**config.mk**
```make
export PLATFORM = sky130hd
export DESIGN_NAME = switch_lockout_midi_note_events
export DESIGN_NICKNAME = d
export VERILOG_FILES = /design/src/rtl/core/slmn_pkg.sv /design/src/rtl/core/slmn_cell.sv /design/src/rtl/core/switch_lockout_midi_note_events.sv
export SDC_FILE = /design/constraint.sdc
export NUM_CORES = 1
export LEC_CHECK = 0
export BUFFER_PORTS_ARGS = -buffer_cell sky130_fd_sc_hd__buf_2
export CORE_ASPECT_RATIO = 1.75
export CORE_MARGIN = 8
export CORE_UTILIZATION = 60
export CTS_CLUSTER_DIAMETER = 100
export CTS_CLUSTER_SIZE = 28
export DETAILED_ROUTE_END_ITERATION = 6
export HOLD_SLACK_MARGIN = 0.1
export PLACE_DENSITY = 0.78
export SLEW_MARGIN = 25
export SYNTH_ARGS = -nofsm -noshare
export SYNTH_HDL_FRONTEND = slang
export SYNTH_SLANG_ARGS = --single-unit
```
**constraint.sdc**
```tcl
create_clock -name i_clk -period 5.1 [get_ports i_clk]
set_input_delay 0 -clock i_clk [delete_from_list [all_inputs] [get_ports i_clk]]
set_output_delay 0 -clock i_clk [all_outputs]
set_load 0.005 [all_outputs]
```
**src/rtl/core/slmn_pkg.sv**
```systemverilog
`timescale 1ns / 1ps

package slmn_pkg;

    localparam int SWITCH_COUNT_DEF = 8;
    localparam int MAX_SWITCHES     = 8;
    localparam int IDX_W            = 3;
    localparam int LOCK_W           = 16;
    localparam int NOTE_W           = 7;
    localparam int CHAN_W           = 4;
    localparam int CFG_W            = 16;
    localparam int CFG_IDX_W        = 2;

    localparam logic [LOCK_W-1:0] LOCK_RST = LOCK_W'(50);
    localparam logic [NOTE_W-1:0] BASE_RST = NOTE_W'(8'h3C);
    localparam logic [NOTE_W-1:0] VEL_RST  = NOTE_W'(127);
    localparam logic [CHAN_W-1:0] CHAN_RST = CHAN_W'(0);
    localparam logic [NOTE_W-1:0] NOTE_MAX = NOTE_W'(127);

    typedef enum logic [CFG_IDX_W-1:0] {
        CFG_LOCKOUT_TICKS = 2'd0,
        CFG_BASE_NOTE     = 2'd1,
        CFG_NOTE_VELOCITY = 2'd2,
        CFG_MIDI_CHANNEL  = 2'd3
    } t_cfg_idx;

    typedef enum logic {
        ST_IDLE = 1'b0,
        ST_SCAN = 1'b1
    } t_state;

    typedef struct packed {
        logic              start;
        logic              fire;
        logic              advance;
        logic [LOCK_W-1:0] lock_ticks;
    } t_cell_ctl;

    typedef struct packed {
        logic hit;
        logic note_on;
        logic last;
    } t_cell_sel;

    function automatic logic [NOTE_W-1:0] scale_offset(input logic [IDX_W-1:0] idx);
        logic [NOTE_W-1:0] off;
        begin
            case (idx)
                3'd0:    off = NOTE_W'(0);
                3'd1:    off = NOTE_W'(2);
                3'd2:    off = NOTE_W'(4);
                3'd3:    off = NOTE_W'(5);
                3'd4:    off = NOTE_W'(7);
                3'd5:    off = NOTE_W'(9);
                3'd6:    off = NOTE_W'(11);
                default: off = NOTE_W'(12);
            endcase
            return off;
        end
    endfunction

    function automatic logic [NOTE_W-1:0] note_of(input logic [NOTE_W-1:0] base,
                                                  input logic [IDX_W-1:0]  idx);
        logic [NOTE_W:0] sum;
        begin
            sum = {1'b0, base} + {1'b0, scale_offset(idx)};
            return (sum > {1'b0, NOTE_MAX}) ? NOTE_MAX : sum[NOTE_W-1:0];
        end
    endfunction

endpackage

```
**src/rtl/core/slmn_cell.sv**
```systemverilog
`timescale 1ns / 1ps

module slmn_cell (
    input  logic                  i_clk,
    input  logic                  i_rst_n,
    input  slmn_pkg::t_cell_ctl   i_ctl,
    input  logic                  i_level,
    input  logic                  i_tok,
    output logic                  o_tok,
    input  logic                  i_above,
    output logic                  o_above,
    input  slmn_pkg::t_cell_sel   i_sel,
    output slmn_pkg::t_cell_sel   o_sel,
    output logic                  o_fire
);

    logic                          r_stored;
    logic                          r_now;
    logic                          r_pend;
    logic                          r_tok;
    logic [slmn_pkg::LOCK_W-1:0]   r_cnt;
    logic [slmn_pkg::LOCK_W-1:0]   n_cnt;
    logic                          w_now;
    logic                          w_diff;
    logic                          w_emit;
    slmn_pkg::t_cell_sel           w_mine;

    assign w_now  = ~i_level;
    assign w_diff = (w_now != r_stored);
    assign n_cnt  = (r_cnt != '0) ? r_cnt - slmn_pkg::LOCK_W'(1) : r_cnt;
    assign o_fire = w_diff && (n_cnt == '0);
    assign w_emit = r_tok && r_pend && i_ctl.advance;

    assign o_tok   = r_tok;
    assign o_above = r_pend | i_above;

    always_comb begin
        w_mine.hit     = r_pend;
        w_mine.note_on = r_now;
        w_mine.last    = ~i_above;
        o_sel          = r_tok ? w_mine : i_sel;
    end

    always_ff @(posedge i_clk) begin
        if (!i_rst_n) begin
            r_stored <= 1'b0;
            r_cnt    <= '0;
            r_pend   <= 1'b0;
            r_tok    <= 1'b0;
            r_now    <= 1'b0;
        end else begin
            if (i_ctl.start) begin
                r_cnt  <= n_cnt;
                r_pend <= i_ctl.fire && w_diff;
                r_now  <= w_now;
            end else if (w_emit) begin
                r_stored <= r_now;
                r_cnt    <= i_ctl.lock_ticks;
                r_pend   <= 1'b0;
            end
            if (i_ctl.start || i_ctl.advance) begin
                r_tok <= i_tok;
            end
        end
    end

endmodule

```
**src/rtl/core/switch_lockout_midi_note_events.sv**
```systemverilog
`timescale 1ns / 1ps
// Once a tick that fires is taken, a token walks the switch cells in index order,
// one per cycle unless a pending message is held by output stall; each cell holding
// a message loads it into the registered output, and input stalls until the scan ends.
// A tick with no event does not stall the input and starts no scan.
// Reset (synchronous, active low): all switches off, all lockouts clear,
// registers at defaults; no clearing pass.

module switch_lockout_midi_note_events #(
    parameter int SWITCH_COUNT = slmn_pkg::SWITCH_COUNT_DEF
) (
    input  logic                            i_clk,
    input  logic                            i_rst_n,
    input  logic                            i_valid,
    output logic                            o_stall,
    input  logic [slmn_pkg::MAX_SWITCHES-1:0] i_pin_levels,
    output logic                            o_valid,
    input  logic                            i_stall,
    output logic                            o_note_on,
    output logic [slmn_pkg::CHAN_W-1:0]     o_channel_out,
    output logic [slmn_pkg::NOTE_W-1:0]     o_note_number,
    output logic [slmn_pkg::NOTE_W-1:0]     o_velocity_out,
    output logic [slmn_pkg::IDX_W-1:0]      o_switch_index,
    output logic                            o_last,
    input  logic                            i_cfg_we,
    input  logic [slmn_pkg::CFG_IDX_W-1:0]  i_cfg_index,
    input  logic [slmn_pkg::CFG_W-1:0]      i_cfg_data
);

    slmn_pkg::t_state                 r_state;
    slmn_pkg::t_state                 n_state;
    logic [slmn_pkg::LOCK_W-1:0]      r_lock_ticks;
    logic [slmn_pkg::NOTE_W-1:0]      r_base_note;
    logic [slmn_pkg::NOTE_W-1:0]      r_velocity;
    logic [slmn_pkg::CHAN_W-1:0]      r_channel;
    logic [slmn_pkg::IDX_W-1:0]       r_idx;
    logic                             r_o_valid;
    logic                             r_o_note_on;
    logic [slmn_pkg::CHAN_W-1:0]      r_o_channel;
    logic [slmn_pkg::NOTE_W-1:0]      r_o_note;
    logic [slmn_pkg::NOTE_W-1:0]      r_o_velocity;
    logic [slmn_pkg::IDX_W-1:0]       r_o_index;
    logic                             r_o_last;

    logic                             w_in_acc;
    logic                             w_fire;
    logic                             w_out_free;
    logic                             w_start;
    logic                             w_advance;
    logic                             w_load;
    logic [SWITCH_COUNT:0]            w_tok;
    logic [SWITCH_COUNT:0]            w_above;
    logic [SWITCH_COUNT-1:0]          w_fire_v;
    slmn_pkg::t_cell_sel              w_sel [SWITCH_COUNT+1];
    slmn_pkg::t_cell_ctl              w_ctl;

    assign o_stall    = (r_state != slmn_pkg::ST_IDLE);
    assign w_in_acc   = i_valid && !o_stall;
    assign w_fire     = |w_fire_v;
    assign w_out_free = !r_o_valid || !i_stall;
    assign w_load     = w_advance && w_sel[SWITCH_COUNT].hit;

    always_comb begin
        n_state = r_state;
        case (r_state)
            slmn_pkg::ST_IDLE: begin
                if (w_in_acc && w_fire) n_state = slmn_pkg::ST_SCAN;
            end
            slmn_pkg::ST_SCAN: begin
                if (w_advance && w_tok[SWITCH_COUNT]) n_state = slmn_pkg::ST_IDLE;
            end
            default: n_state = slmn_pkg::ST_IDLE;
        endcase
    end

    always_comb begin
        w_start   = 1'b0;
        w_advance = 1'b0;
        case (r_state)
            slmn_pkg::ST_IDLE: begin
                w_start = w_in_acc;
            end
            slmn_pkg::ST_SCAN: begin
                w_advance = !w_sel[SWITCH_COUNT].hit || w_out_free;
            end
            default: begin
                w_start   = 1'b0;
                w_advance = 1'b0;
            end
        endcase
    end

    always_comb begin
        w_ctl.start      = w_start;
        w_ctl.fire       = w_fire;
        w_ctl.advance    = w_advance;
        w_ctl.lock_ticks = r_lock_ticks;
    end

    assign w_tok[0]               = w_start && w_fire;
    assign w_above[SWITCH_COUNT]  = 1'b0;
    assign w_sel[0]               = '0;

    for (genvar g = 0; g < SWITCH_COUNT; g++) begin : g_cell
        slmn_cell u_cell (
            .i_clk   (i_clk),
            .i_rst_n (i_rst_n),
            .i_ctl   (w_ctl),
            .i_level (i_pin_levels[g]),
            .i_tok   (w_tok[g]),
            .o_tok   (w_tok[g+1]),
            .i_above (w_above[g+1]),
            .o_above (w_above[g]),
            .i_sel   (w_sel[g]),
            .o_sel   (w_sel[g+1]),
            .o_fire  (w_fire_v[g])
        );
    end

    always_ff @(posedge i_clk) begin
        if (!i_rst_n) begin
            r_state      <= slmn_pkg::ST_IDLE;
            r_lock_ticks <= slmn_pkg::LOCK_RST;
            r_base_note  <= slmn_pkg::BASE_RST;
            r_velocity   <= slmn_pkg::VEL_RST;
            r_channel    <= slmn_pkg::CHAN_RST;
            r_idx        <= '0;
            r_o_valid    <= 1'b0;
        end else begin
            r_state <= n_state;
            if (i_cfg_we) begin
                case (i_cfg_index)
                    slmn_pkg::CFG_LOCKOUT_TICKS: r_lock_ticks <= i_cfg_data;
                    slmn_pkg::CFG_BASE_NOTE:     r_base_note  <= i_cfg_data[slmn_pkg::NOTE_W-1:0];
                    slmn_pkg::CFG_NOTE_VELOCITY: r_velocity   <= i_cfg_data[slmn_pkg::NOTE_W-1:0];
                    slmn_pkg::CFG_MIDI_CHANNEL:  r_channel    <= i_cfg_data[slmn_pkg::CHAN_W-1:0];
                    default: ;
                endcase
            end
            if (w_start) begin
                r_idx <= '0;
            end else if (w_advance) begin
                r_idx <= r_idx + slmn_pkg::IDX_W'(1);
            end
            if (w_load) begin
                r_o_valid <= 1'b1;
            end else if (!i_stall) begin
                r_o_valid <= 1'b0;
            end
        end
    end

    always_ff @(posedge i_clk) begin
        if (w_load) begin
            r_o_note_on  <= w_sel[SWITCH_COUNT].note_on;
            r_o_channel  <= r_channel;
            r_o_note     <= slmn_pkg::note_of(r_base_note, r_idx);
            r_o_velocity <= r_velocity;
            r_o_index    <= r_idx;
            r_o_last     <= w_sel[SWITCH_COUNT].last;
        end
    end

    assign o_valid        = r_o_valid;
    assign o_note_on      = r_o_note_on;
    assign o_channel_out  = r_o_channel;
    assign o_note_number  = r_o_note;
    assign o_velocity_out = r_o_velocity;
    assign o_switch_index = r_o_index;
    assign o_last         = r_o_last;

    a_tok_onehot0: assert property (@(posedge i_clk) disable iff (!i_rst_n)
        $onehot0(w_tok[SWITCH_COUNT:1]))
        else $error("more than one scan token");

    a_scan_has_tok: assert property (@(posedge i_clk) disable iff (!i_rst_n)
        (r_state == slmn_pkg::ST_SCAN) |-> $onehot(w_tok[SWITCH_COUNT:1]))
        else $error("scan without token");

    a_idle_no_pend: assert property (@(posedge i_clk) disable iff (!i_rst_n)
        (r_state == slmn_pkg::ST_IDLE) |-> (w_above[0] == 1'b0))
        else $error("pending message left after scan");

    a_no_overwrite: assert property (@(posedge i_clk) disable iff (!i_rst_n)
        w_load |-> w_out_free)
        else $error("message loaded over a held beat");

endmodule

```
==> results.txt <==
The flow ran to the end, and the final reports show no timing, DRC or antenna violations. The tree is rooted in a clkbuf_16. In this run the worst hold path is classified as primary input to register. In the synthesized netlist the dominant register cell turns out to be dfxtp_1.

TritonCTS built the clock tree. The wire length of the first global-routing pass was 67.65 mm; the period utilization was 62.77%. The repair_antennas step left the layout with diodes totalling 0. The global-route track usage on met2 was 53.76%. The run gives 5.137 nW as the static power due to leakage. The share of final-layout standard cells stronger than drive strength 1 came out at 8.750%. The number of storage elements in the synthesis netlist was 222. Synthesis produced a netlist whose cell count is 1,751. The largest net degree at the start of global routing was 91; the mean area per synthesized cell was 7.582 µm². The logs give 5.45 ns for the worst path required time and 7.798 mW for the overall power after layout.

The distinct cell type count of the synthesized netlist is 85. Synthesis produced a netlist with a net count of 1,807. The run gives 0.9740 as the final weighted congestion of routability-driven global placement. The detailed router's first-iteration violation count was 1,432.

The cell with the biggest individual delay on the critical path is or3b_2. Traced cell by cell, the critical path runs through inv_1 > ha_1 > or3b_2 > o41ai_4 > nor4b_1 > or3_1 > nand4_1 > o211ai_2 > o31ai_4 > o32ai_1. The logs give 13,280 µm² for the synthesized cell area and 0.48 ns for the clock insertion delay at the later pin of the skew report. The initial utilization of the core area, before any placement, comes to 60.64%. For the final number of max-transition violations, the log shows 0. In the final routed layout, each cell accounts on average for 20.68 µm. In the global route stage, overall resource usage came out at 30.77%. For the final database, setup skew stands at 0.01496 ns.

The worst setup path is of the register to register kind. The total count of hold-check failures in the final report is 0, and the met3 track utilization from global routing is 3.226%. STA classifies the critical path startpoint as a register. For this run, the number of Yosys warnings is 0. Power spread over the standard cell area amounts to 543.2 nW/µm². After the last flow step, the layout net total stands at 1,814. In the layout the commonest cells are nand2_1, a21oi_1, dfxtp_1, nor2_1, o21ai_0.

In this run the remaining antenna-violating nets after routing total 0. At the worst endpoint, the arrival time is 3.55 ns. Setup violations remaining at the end of the flow were counted as 0. Counting flops with a built-in enable in the synthesized netlist gives 23. The upper clock frequency limit came out at 312.4 MHz. The logs give 34.50% for the fraction of met1 tracks used by global routing and 0 for the total grt overflow. The overall die height is 212.8 µm. The tools report the number of clock sinks as 222.

The global routing stage identified its most utilized layer as met2. After synthesis, the share of flip-flops with an asynchronous set or reset is 0%. The die covers 27,330 µm².

The family with the most delay on the worst path was compound AO/OA/AOI/OAI gates. The maximum buffer depth of the clock tree was 3. H-tree depth: 1. During I/O placement, the number of pins put on the boundary was 56. The core region is 21,890 µm². The run gives 0 as the number of max-capacitance violations reported.

The pin slew with the least headroom to its limit was 1.068 ns; the delay of the slowest cell on the worst path was 0.53 ns. Share of the yosys chip area belonging to registers: 35.21%. The first detailed-routing pass took 7 iterations. The average via count per standard cell was 6.769. The via count of the first global-routing pass was 13,100; the post-detailed-routing wire length was 42.53 mm.

The total of cells resized after clock tree synthesis was 0; the DRC violation count after routing was 0. Measured along the x axis, the die boundary spans 128.4 µm. Subtracting the final worst setup slack from the clock period gives 3.201 ns. For the headroom to the max-slew limit, the log shows 28.57%.

The clock slew seen by the registers of the worst setup and hold paths was 0.12 ns. Detailed placement finished with a half-perimeter wire length of 28.59 mm. The number of placement rows was 72. Buffer and inverter count on the worst path: 1.

The number of antenna violations at the first check in global routing was 0. In this run the worst path has a maximum fanout of 7. Buffers placed on the I/O ports in this run total 55. The commonest non-fill, non-tap cell in the layout was nand2_1. The worst setup path is captured at a register. The area added between synthesis and finish was 8.125%.

Across all layers, the routed design uses 13,920 vias. Across the VDD grid, the largest voltage drop is 0.3178 mV. Setup repair after global routing left no endpoint under its margin. Setup total negative slack on the finished layout was measured at 0 ns. The clock buffer count from CTS is 11.
[cells in the mapped netlist, types with 13 or more instances]
cell type | count | area, µm²
nor3_1 | 69 | 345.3
o31ai_1 | 13 | 97.59
nand3_1 | 65 | 325.3
clkbuf_1 | 101 | 379.1
o21ai_0 | 130 | 650.6
nor2_1 | 182 | 683.2
inv_1 | 47 | 176.4
dfxtp_1 | 199 | 3984
or3_1 | 14 | 87.58
and2_1 | 19 | 118.9
nand2_1 | 209 | 784.5
a21oi_1 | 206 | 1031
a31oi_1 | 39 | 244.0
a211oi_1 | 16 | 120.1
or4_1 | 14 | 105.1
a32oi_1 | 13 | 113.9
mux2i_1 | 17 | 170.2
nand4_1 | 19 | 118.9
ha_1 | 24 | 300.3
edfxtp_1 | 23 | 690.7
or2_2 | 13 | 81.33
nor4_1 | 34 | 212.7
a22oi_1 | 20 | 150.1
[path summary, 6_finish.rpt]
check | cells past startpoint | slack, ns | from | to
max | 10 | 1.90 | g_cell[0].u_cell.r_cnt[0] | g_cell[6].u_cell.r_pend
min | 4 | 0.18 | i_valid | g_cell[1].u_cell.r_now
max reg2reg | 10 | 1.90 | g_cell[0].u_cell.r_cnt[0] | g_cell[6].u_cell.r_pend
min reg2reg | 0 | 0.44 | r_velocity[2] | o_velocity_out[2]
[repair_timing]
item | in CTS | in global routing
setup endpoints to repair | 0 | 0
endpoints found under the hold margin | 88 | 0
hold buffers | 44 | 0
setup buffers | 0 | 0
[power breakdown]
| part | total (mW) | switching (mW) | leakage (nW) | internal, mW |
|---|---|---|---|---|
| Combinational | 4.08 | 2.49 | 3.16 | 1.60 |
| Sequential | 2.73 | 0.610 | 1.83 | 2.12 |
| Clock | 0.985 | 0.567 | 0.146 | 0.418 |
[layout make-up]
cell class                      instances  area, µm²
Timing Repair Buffer                  116      843.3
Inverter                               48      182.7
Fill cell                            1906       7537
Multi-Input combinational cell       1359       7983
Tap cell                              296      370.4
Sequential cell                       222       4674
Clock buffer                           15      300.3
[through the flow]
step / setup WS [ns] / cells / instance area, µm² / util (%) / hold WS, ns
after floorplan: 2.400 / 1751 / 13280 / - / 0.09563
after global placement: 2.092 / 1997 / 13600 / 62.11 / 0.2089
after detailed placement: 1.977 / 1997 / 13600 / 62.14 / 0.2176
after CTS: 1.949 / 2056 / 14340 / 65.52 / 0.1636
after global routing: 1.689 / 2056 / 14350 / 65.57 / 0.1956
final: 1.899 / 2056 / 14350 / 65.57 / 0.1828
[cell families (layout without fill, tap and decap cells)]
group | after synthesis | after routing | synth area share, %
AND/OR/NAND/NOR | 732 | 732 | 27.88
AO/OA/AOI/OAI | 564 | 564 | 26.87
flip-flops | 222 | 222 | 35.21
buffers and inverters | 170 | 179 | 4.958
adder cells (fa/ha/maj) | 25 | 25 | 2.413
XOR/XNOR | 21 | 21 | 1.385
multiplexers | 17 | 17 | 1.282
[state kept, by name (all words and copies together), names as in the netlist, 3 cells and up]
name,flops
r_base_note,7
o_channel_out,4
g_cell.u_cell.r_stored,8
g_cell.u_cell.r_pend,8
r_channel,4
g_cell.u_cell.r_cnt,128
r_idx,3
g_cell.u_cell.r_now,8
o_velocity_out,7
o_switch_index,3
r_velocity,7
r_lock_ticks,16
o_note_number,7
g_cell.u_cell.o_tok,8
[worst register-to-register path, cell delays in order (launching register included)]
cell and delay (ns):
dfxtp_1 0.35, inv_1 0.12, ha_1 0.15, or3b_2 0.53, o41ai_4 0.50, nor4b_1 0.09, or3_1 0.38, nand4_1 0.18
o211ai_2 0.20, o31ai_4 0.40, o32ai_1 0.17
[per-layer routing]
metal  vias to the layer above  wire length (µm)
li1                       6465                 -
met1                      6614             15690
met2                       661             20900
met3                       177              2980
met4                         0              2967
met5                         -                 0
Power figures use the tool's default switching activity.
